--- config.mk ---
export PLATFORM = sky130hd
export DESIGN_NAME = iprl_ctrl
export DESIGN_NICKNAME = d
export VERILOG_FILES = /design/src/rtl/iprl_pkg.sv /design/src/rtl/iprl_ctrl.sv
export VERILOG_INCLUDE_DIRS = /design/src /design/src/rtl
export SDC_FILE = /design/constraint.sdc
export NUM_CORES = 1
export LEC_CHECK = 0
export BUFFER_PORTS_ARGS = -buffer_cell sky130_fd_sc_hd__clkbuf_2
export CORE_MARGIN = 2
export CORE_UTILIZATION = 50
export DETAILED_ROUTE_END_ITERATION = 7
export GPL_TIMING_DRIVEN = 0
export PLACE_DENSITY_LB_ADDON = 0.08
export SLEW_MARGIN = 20
export SYNTH_ARGS = -nofsm -noshare
export SYNTH_HDL_FRONTEND = slang
export SYNTH_SLANG_ARGS = --single-unit
export TNS_END_PERCENT = 30
--- constraint.sdc ---
create_clock -name clk -period 2.43 [get_ports clk]
set_input_delay 0.243 -clock clk [delete_from_list [all_inputs] [get_ports clk]]
set_output_delay 0.243 -clock clk [all_outputs]
set_load 0.02 [all_outputs]
--- src/rtl/assert_macros.svh ---
// Assertion macros shared by the route lookup RTL.
`ifndef ASSERT_MACROS_SVH
`define ASSERT_MACROS_SVH
`ifndef SYNTH
`define IPRL_ASSERT(name, clk, rst_n, ante, cons) \
    name: assert property (@(posedge clk) disable iff (!rst_n) (ante) |-> (cons)) \
        else $error("assertion failed");
`define IPRL_ASSERT_NEXT(name, clk, rst_n, ante, cons) \
    name: assert property (@(posedge clk) disable iff (!rst_n) (ante) |=> (cons)) \
        else $error("assertion failed");
`else
`define IPRL_ASSERT(name, clk, rst_n, ante, cons)
`define IPRL_ASSERT_NEXT(name, clk, rst_n, ante, cons)
`endif
`endif

--- src/rtl/iprl_pkg.sv ---
// Types, constants and field offsets of the IPv4 route lookup core.
package iprl_pkg;

    localparam int TABLE_DEPTH = 64;
    localparam int IDX_W = (TABLE_DEPTH > 1) ? $clog2(TABLE_DEPTH) : 1;
    localparam int CNT_W = $clog2(TABLE_DEPTH + 1);

    localparam int IP_W   = 32;
    localparam int PLEN_W = 6;
    localparam int TTL_W  = 8;

    localparam int NET_LSB  = 0;
    localparam int MASK_LSB = NET_LSB + IP_W;
    localparam int PLEN_LSB = MASK_LSB + IP_W;
    localparam int DIR_LSB  = PLEN_LSB + PLEN_W;
    localparam int NHOP_LSB = DIR_LSB + 1;
    localparam int DST_LSB  = NHOP_LSB + IP_W;
    localparam int TTL_LSB  = DST_LSB + IP_W;
    localparam int IN_BITS  = TTL_LSB + TTL_W;
    localparam int IN_DATA_W = ((IN_BITS + 7) / 8) * 8;

    typedef enum logic
    {
        OP_ADD = 1'b0,
        OP_FWD = 1'b1
    } op_t;

    typedef enum logic [1:0]
    {
        VERDICT_TTL_EXPIRED = 2'd0,
        VERDICT_DIRECT      = 2'd1,
        VERDICT_INDIRECT    = 2'd2,
        VERDICT_NO_ROUTE    = 2'd3
    } verdict_t;

    typedef struct packed
    {
        logic [IP_W-1:0]   gateway;
        logic              direct;
        logic [PLEN_W-1:0] prefix_len;
        logic [IP_W-1:0]   mask;
        logic [IP_W-1:0]   network;
    } route_entry_t;

    localparam int ENTRY_W = $bits(route_entry_t);

    typedef struct packed
    {
        logic             start;
        logic             wr_en;
        logic [IDX_W-1:0] wr_addr;
        logic             rd_en;
        logic [IDX_W-1:0] rd_addr;
        logic             load;
    } ctrl_cmd_t;

    typedef struct packed
    {
        logic out_free;
    } dp_status_t;

endpackage

--- src/rtl/iprl_ctrl.sv ---
// Controller: input handshake, route count and table scan sequencing.
`include "assert_macros.svh"

module iprl_ctrl
    import iprl_pkg::*;
(
    input  logic             clk,
    input  logic             rst_n,
    input  logic             in_valid,
    output logic             in_ready,
    input  op_t              in_op,
    input  logic [TTL_W-1:0] in_ttl,
    output ctrl_cmd_t        cmd,
    input  dp_status_t       status
);

    typedef enum logic [1:0]
    {
        ST_IDLE,
        ST_SCAN,
        ST_TAIL,
        ST_DONE
    } state_t;

    state_t           state_reg, state_next;
    logic [CNT_W-1:0] count_reg, count_next;
    logic [IDX_W-1:0] idx_reg, idx_next;

    logic accept;
    logic full;
    logic last_idx;

    assign accept   = in_valid && in_ready;
    assign full     = (count_reg == CNT_W'(TABLE_DEPTH));
    assign last_idx = ((CNT_W'(idx_reg) + CNT_W'(1)) == count_reg);
    assign in_ready = (state_reg == ST_IDLE);

    always_comb
    begin
        state_next   = state_reg;
        count_next   = count_reg;
        idx_next     = idx_reg;
        cmd.start    = 1'b0;
        cmd.wr_en    = 1'b0;
        cmd.wr_addr  = count_reg[IDX_W-1:0];
        cmd.rd_en    = 1'b0;
        cmd.rd_addr  = idx_reg;
        cmd.load     = 1'b0;
        unique case (state_reg)
            ST_IDLE:
            begin
                if (accept)
                begin
                    if (in_op == OP_ADD)
                    begin
                        if (!full)
                        begin
                            cmd.wr_en  = 1'b1;
                            count_next = count_reg + CNT_W'(1);
                        end
                    end
                    else
                    begin
                        cmd.start = 1'b1;
                        idx_next  = '0;
                        if (in_ttl == '0 || count_reg == '0)
                        begin
                            state_next = ST_DONE;
                        end
                        else
                        begin
                            state_next = ST_SCAN;
                        end
                    end
                end
            end
            ST_SCAN:
            begin
                cmd.rd_en = 1'b1;
                if (last_idx)
                begin
                    state_next = ST_TAIL;
                end
                else
                begin
                    idx_next = idx_reg + IDX_W'(1);
                end
            end
            ST_TAIL:
            begin
                state_next = ST_DONE;
            end
            ST_DONE:
            begin
                if (status.out_free)
                begin
                    cmd.load   = 1'b1;
                    state_next = ST_IDLE;
                end
            end
            default:
            begin
                state_next = ST_IDLE;
            end
        endcase
    end

    always_ff @(posedge clk or negedge rst_n)
    begin
        if (!rst_n)
        begin
            state_reg <= ST_IDLE;
            count_reg <= '0;
            idx_reg   <= '0;
        end
        else
        begin
            state_reg <= state_next;
            count_reg <= count_next;
            idx_reg   <= idx_next;
        end
    end

    `IPRL_ASSERT_NEXT(a_full_add_ignored, clk, rst_n, accept && in_op == OP_ADD && full, full)
    `IPRL_ASSERT(a_scan_in_range, clk, rst_n, state_reg == ST_SCAN, CNT_W'(idx_reg) < count_reg)
    `IPRL_ASSERT(a_load_when_free, clk, rst_n, cmd.load, status.out_free)

endmodule

==> flow_summary.toml, run 1 <==
[run_status]
outcome = "completed"

[synth]
yosysSeqAreaShare = 0.3071
yosysWarnings = 0
synth-edff-count = 0
synth_area_leaders = "dfrtp_1, ha_1, xnor2_1"
syn_nets = 153
ys_ff_latch = 15
ys_types = 42
netlist_instances = 133
synthArstFlopShare = 1.000
syn_area_um2 = 1222
synth_top_area_cell = "dfrtp_1"
synth_most_common_cell = "dfrtp_1"
syn_area_per_cell_um2 = 9.191
ys.flop_type = "dfrtp_1"
ys_top_cells_by_count = "dfrtp_1, nand2_1, xnor2_1"
synth_top_area_share = 0.3071

[timing]
hold_viol = 0
tightest_slew_ns = 0.4651
finalClockSkew_ns = 0.004124
setup_viol = 0
rsz0062_at_grt = "true"
slew_violations = 0
fin_crit_sh = 0.9604
period_minus_slack_ns = 2.334
relSlewSlack = 0.6899
clock.fmax_mhz = 428.5

[detailed_routing]
dr.first_iter.drc_count = 13
wl_um = 2676
wl_per_cell_um = 13.45
ant_nets = 0
vias = 1113
vias_per_cell = 5.593
drt-pass1-iter-count = 4
drc = 0

[floorplan]
ioPinCount = 30
rows = 17
die_x_um = 53.45
die-area_um2 = 2856
die_height_um = 53.45
start_util = 0.5422
fp.coreArea_um2 = 2255

[worst_hold_path]
min_from = "in_valid"
hold_end = "count_reg[1]$_DFFE_PN0P_"
hp-class = "in -> reg"
hold_depth = 5

[worst_setup_path]
worstSetupStartpointType = "flip-flop"
end_kind = "flip-flop"
path_class = "reg -> reg"
ff2ff_path_depth = 7
cp.required_ns = 2.59
rrSetupSlack_ns = 0.1
cp_max_fo = 9
r2r_end = "idx_reg[5]$_DFFE_PN0P_"
worstPathArrival_ns = 2.50
regToRegStartpoint = "idx_reg[1]$_DFFE_PN0P_"

[power]
p_int_uw = 908.2
ir_worst_vdd_uv = 823.9
cellPowerDensity_nw_per_um2 = 1164
leakagePower_nw = 0.7244
p_sw_uw = 815.6
combPwrFrac = 0.662
seqPwrFrac = 0.253
clockPowerShare = 0.084
swShare = 0.4731

[grt]
grt_pass1_wl_um = 4271
grt_max_degree = 16
grt_use_total = 0.2121
overflow = 0
grt_pass1_vias = 985
antenna_found_initial = 0

[clocking]
cts.sinks = 15
cts.reportedPaths.clkPinSlew_ns = 0.09
clkLatencyLatePin_ns = 0.28
numCtsBuffers = 3
clockBufferDepth = 2
htree_num_levels = 1
cts_tree = "done"
cts_root_buf = "clkbuf_4"

[cells_and_area]
regArea_um2 = 376.6
multi_input_area_um2 = 735.7
diodes = 0
n_fill_cell = 201
fin_nets = 192
largest_reg_flops = 7
final_area_um2 = 1481
drive_gt1_frac = 0.3450
area_growth_pct = 21.19
fin_util = 0.6570

[placement]
placed_area_um2 = 1403
place.gp.congestion = 0.7114
portBuffers = 29
dp_hpwl_um = 1995

[flow_run]
maxCapViolCount = 0
metrics by stage:
| step | setup WS, ns | hold slack [ns] | cells | TNS (ns) | power [mW] |
|---|---|---|---|---|---|
| 2_1_floorplan | 0.07852 | -0.05259 | 133 | 0 | 1.269 |
| 3_3_place_gp | -0.003070 | 0.1943 | 190 | -0.004770 | 1.480 |
| 3_5_place_dp | -0.06725 | 0.1861 | 190 | -0.1975 | 1.528 |
| 4_1_cts | 0.03267 | 0.3921 | 197 | 0 | 1.712 |
| 5_1_grt | -0.008487 | 0.4283 | 199 | -0.008487 | 1.873 |
| 6_report | 0.09612 | 0.3832 | 199 | 0 | 1.724 |
cells in the final DEF, fill, tap and decap left out, types with 2 or more instances in the layout:
master    instances
nor2b_1           3
buf_2             2
nand4_1           4
clkbuf_4          3
dfrtp_1          14
clkbuf_1          2
nor2_1            6
nand2b_1          2
inv_1             6
mux2i_1           4
xnor2_1           9
xor2_1            3
nand2_1          12
buf_6             2
ha_1              7
nand3_1           7
nor4_1            3
o21ai_1           3
buf_4            12
o211ai_1          6
a21oi_1           3
or4_1             4
clkbuf_2         29
o21ai_0           2
logic make-up after synthesis:
group           share of synthesized area
compound gates                     0.1279
xor+xnor                          0.09929
fa+ha+maj                         0.07164
buf+inv                            0.1003
flops                              0.3071
mux                               0.03275
simple gates                       0.2610
how the worst max path moves through the flow:
stage / from / to / cells past startpoint
5_1_grt: idx_reg[1]$_DFFE_PN0P_ / idx_reg[5]$_DFFE_PN0P_ / 7
6_report: idx_reg[1]$_DFFE_PN0P_ / idx_reg[5]$_DFFE_PN0P_ / 7
2_1_floorplan: idx_reg[0]$_DFFE_PN0P_ / idx_reg[0]$_DFFE_PN0P_ / 8
4_1_cts: idx_reg[0]$_DFFE_PN0P_ / idx_reg[5]$_DFFE_PN0P_ / 7
3_5_place_dp: idx_reg[0]$_DFFE_PN0P_ / idx_reg[0]$_DFFE_PN0P_ / 8
3_3_place_gp: idx_reg[0]$_DFFE_PN0P_ / idx_reg[1]$_DFFE_PN0P_ / 8
layout make-up:
class | count | share of cell area
Sequential cell | 15 | 0.2542
Tap cell | 28 | 0.02365
Multi-Input combinational cell | 98 | 0.4966
Timing Repair Buffer | 34 | 0.1250
Clock buffer | 4 | 0.01774
Inverter | 7 | 0.01774
Buffer | 13 | 0.06503
critical path, cell delays in order (launching register included):
cell and delay [ns]:
dfrtp_1 0.43, ha_1 0.19, buf_2 0.17, and4_2 0.22
a221o_1 0.41, or4_1 0.54, a22oi_1 0.15, o211ai_1 0.10
repair_timing:
action                                  CTS  global route
buffers inserted                          2             2
endpoints found under the setup margin    7             8
hold endpoints to repair                 15             0
hold buffers                              1             0
pin swaps                                 1             0
gates resized for setup                   0             3
metal layers:
metal | vias up | share of wire | GRT usage | wire length [um]
li1 | 548 | - | - | -
met1 | 532 | 0.43 | 0.2570 | 1158
met2 | 29 | 0.51 | 0.3621 | 1362
met3 | 4 | 0.039 | 0.02825 | 104
met4 | 0 | 0.019 | 0.1068 | 51
met5 | - | 0 | 0 | 0
power by group through the flow:
stage               Sequential [mW]  Clock (mW)  Combinational, mW
finish                        0.437       0.145               1.14
global route                  0.451       0.159               1.26
CTS                           0.444       0.150               1.12
detailed placement            0.449           0               1.08
global placement              0.441           0               1.04
floorplan                     0.461           0              0.808
Note: power is estimated with default switching activity, not from simulation.
==> run 2, diff against run 1 <==
--- a/config.mk
+++ b/config.mk
@@ -7,6 +7,7 @@
 export NUM_CORES = 1
 export LEC_CHECK = 0
 export BUFFER_PORTS_ARGS = -buffer_cell sky130_fd_sc_hd__clkbuf_2
+export CORE_ASPECT_RATIO = 0.7
 export CORE_MARGIN = 2
 export CORE_UTILIZATION = 50
 export DETAILED_ROUTE_END_ITERATION = 7
==> flow_summary.toml, run 2 (synthesis gave the netlist of run 1 again) <==
[run_status]
outcome = "completed"

[power]
cellPowerDensity_nw_per_um2 = 1179
ir_worst_vdd_uv = 683.9
leakagePower_nw = 0.7163

[timing]
period_minus_slack_ns = 2.338
setup_ws_ns = 0.09159
fin_crit_sh = 0.9623
fin_setup_tns_ns = 0
relSlewSlack = 0.6505
tightest_slew_ns = 0.5195
clock.fmax_mhz = 427.6
setup_viol = 0
whs_ns = 0.3640
hold_viol = 0
slew_violations = 0
rsz0062_at_grt = "false"
finalClockSkew_ns = 0.005721

[detailed_routing]
wl_um = 2800
ant_nets = 0
drc = 0
dr.first_iter.drc_count = 49
vias_per_cell = 5.426
wl_per_cell_um = 13.86
drt-pass1-iter-count = 4
vias = 1096

[clocking]
numCtsBuffers = 3
cts_tree = "done"
htree_num_levels = 1
cts.reportedPaths.clkPinSlew_ns = 0.09
clkLatencyLatePin_ns = 0.29
cts_root_buf = "clkbuf_4"
clockBufferDepth = 2
cts.sinks = 15

[worst_setup_path]
worstPathArrival_ns = 2.52
worstSetupStartpointType = "flip-flop"
path_class = "reg -> reg"
cp_max_fo = 9
cp.required_ns = 2.61
end_kind = "flip-flop"

[grt]
grt_pass1_vias = 1004
grt_use_total = 0.2173
grt_max_degree = 16
overflow = 0
antenna_found_initial = 0
grt_pass1_wl_um = 4560

[floorplan]
ioPinCount = 30
start_util = 0.5495
die_x_um = 63.10
die_height_um = 45.37
fp.coreArea_um2 = 2225
die-area_um2 = 2863
rows = 14

[cells_and_area]
fin_nets = 191
diodes = 0
final_area_um2 = 1475
largest_reg_flops = 7
fin_util = 0.6631
area_growth_pct = 20.68
final_cell_mix = "clkbuf_2, dfrtp_1, nand2_1"
mostFrequentLayoutCell = "clkbuf_2"
drive_gt1_frac = 0.3412

[placement]
portBuffers = 29
placed_area_um2 = 1408
dp_hpwl_um = 2034
pre_cts_ws_ns = -0.1032
place.gp.congestion = 0.8039

[flow_run]
maxCapViolCount = 0

[worst_hold_path]
hp-class = "in -> reg"
run 2: what timing repair did:
action / in CTS / in global routing
hold endpoints to repair: 15 / 0
endpoints found under the setup margin: 7 / 8
cloned: 0 / 0
buffers inserted: 2 / 1
hold buffers: 1 / 0
pin swaps: 1 / 0
resized for setup: 0 / 3
run 2: worst max-delay path, stage by stage, from the launching register on:
cell and delay [ns]:
dfrtp_2 0.45, ha_1 0.18, buf_2 0.17, and4_2 0.22, a221o_1 0.41, nor4b_4 0.33
buf_4 0.19, mux2i_1 0.20, o21ai_1 0.07
run 2: cell type report:
| type | count | area, um2 |
|---|---|---|
| buffer | 13 | 96.34 |
| fill | 209 | 749.5 |
| clock buffer | 4 | 26.28 |
| sequential | 15 | 377.9 |
| tap | 32 | 40.04 |
| multi-input combinational | 98 | 730.7 |
| timing repair buffer | 33 | 177.7 |
| inverter | 7 | 26.28 |
run 2: metal layers:
layer  up-vias  share of wire  track usage
met4         0          0.017       0.1333
met5         -              0            0
met1       516           0.44       0.2640
met3         7          0.051      0.06188
li1        543              -            -
met2        30           0.49       0.3532
run 2: through the flow:
step                      power [mW]  instances
after floorplan                1.269        133
after global placement         1.482        194
after detailed placement       1.525        194
after CTS                      1.717        201
after global routing           1.876        202
final                          1.740        202
run 2: power breakdown:
group / internal [mW] / switching, mW / total, mW
combinational: 0.504 / 0.642 / 1.15
sequential: 0.338 / 0.103 / 0.441
clock: 0.0639 / 0.0890 / 0.153
run 2: path summary, 6_finish.rpt:
check	startpoint	cells past startpoint	slack (ns)	to
max in group asynchronous	rst_n	2	1.69	idx_reg[0]$_DFFE_PN0P_
hold / removal	in_ttl[6]	6	0.36	state_reg[1]$_DFFE_PN0P_
min in group asynchronous	rst_n	2	0.42	idx_reg[4]$_DFFE_PN0P_
hold reg to reg	idx_reg[1]$_DFFE_PN0P_	2	0.57	idx_reg[1]$_DFFE_PN0P_
setup reg to reg	idx_reg[1]$_DFFE_PN0P_	8	0.09	idx_reg[1]$_DFFE_PN0P_
setup / recovery	idx_reg[1]$_DFFE_PN0P_	8	0.09	idx_reg[1]$_DFFE_PN0P_
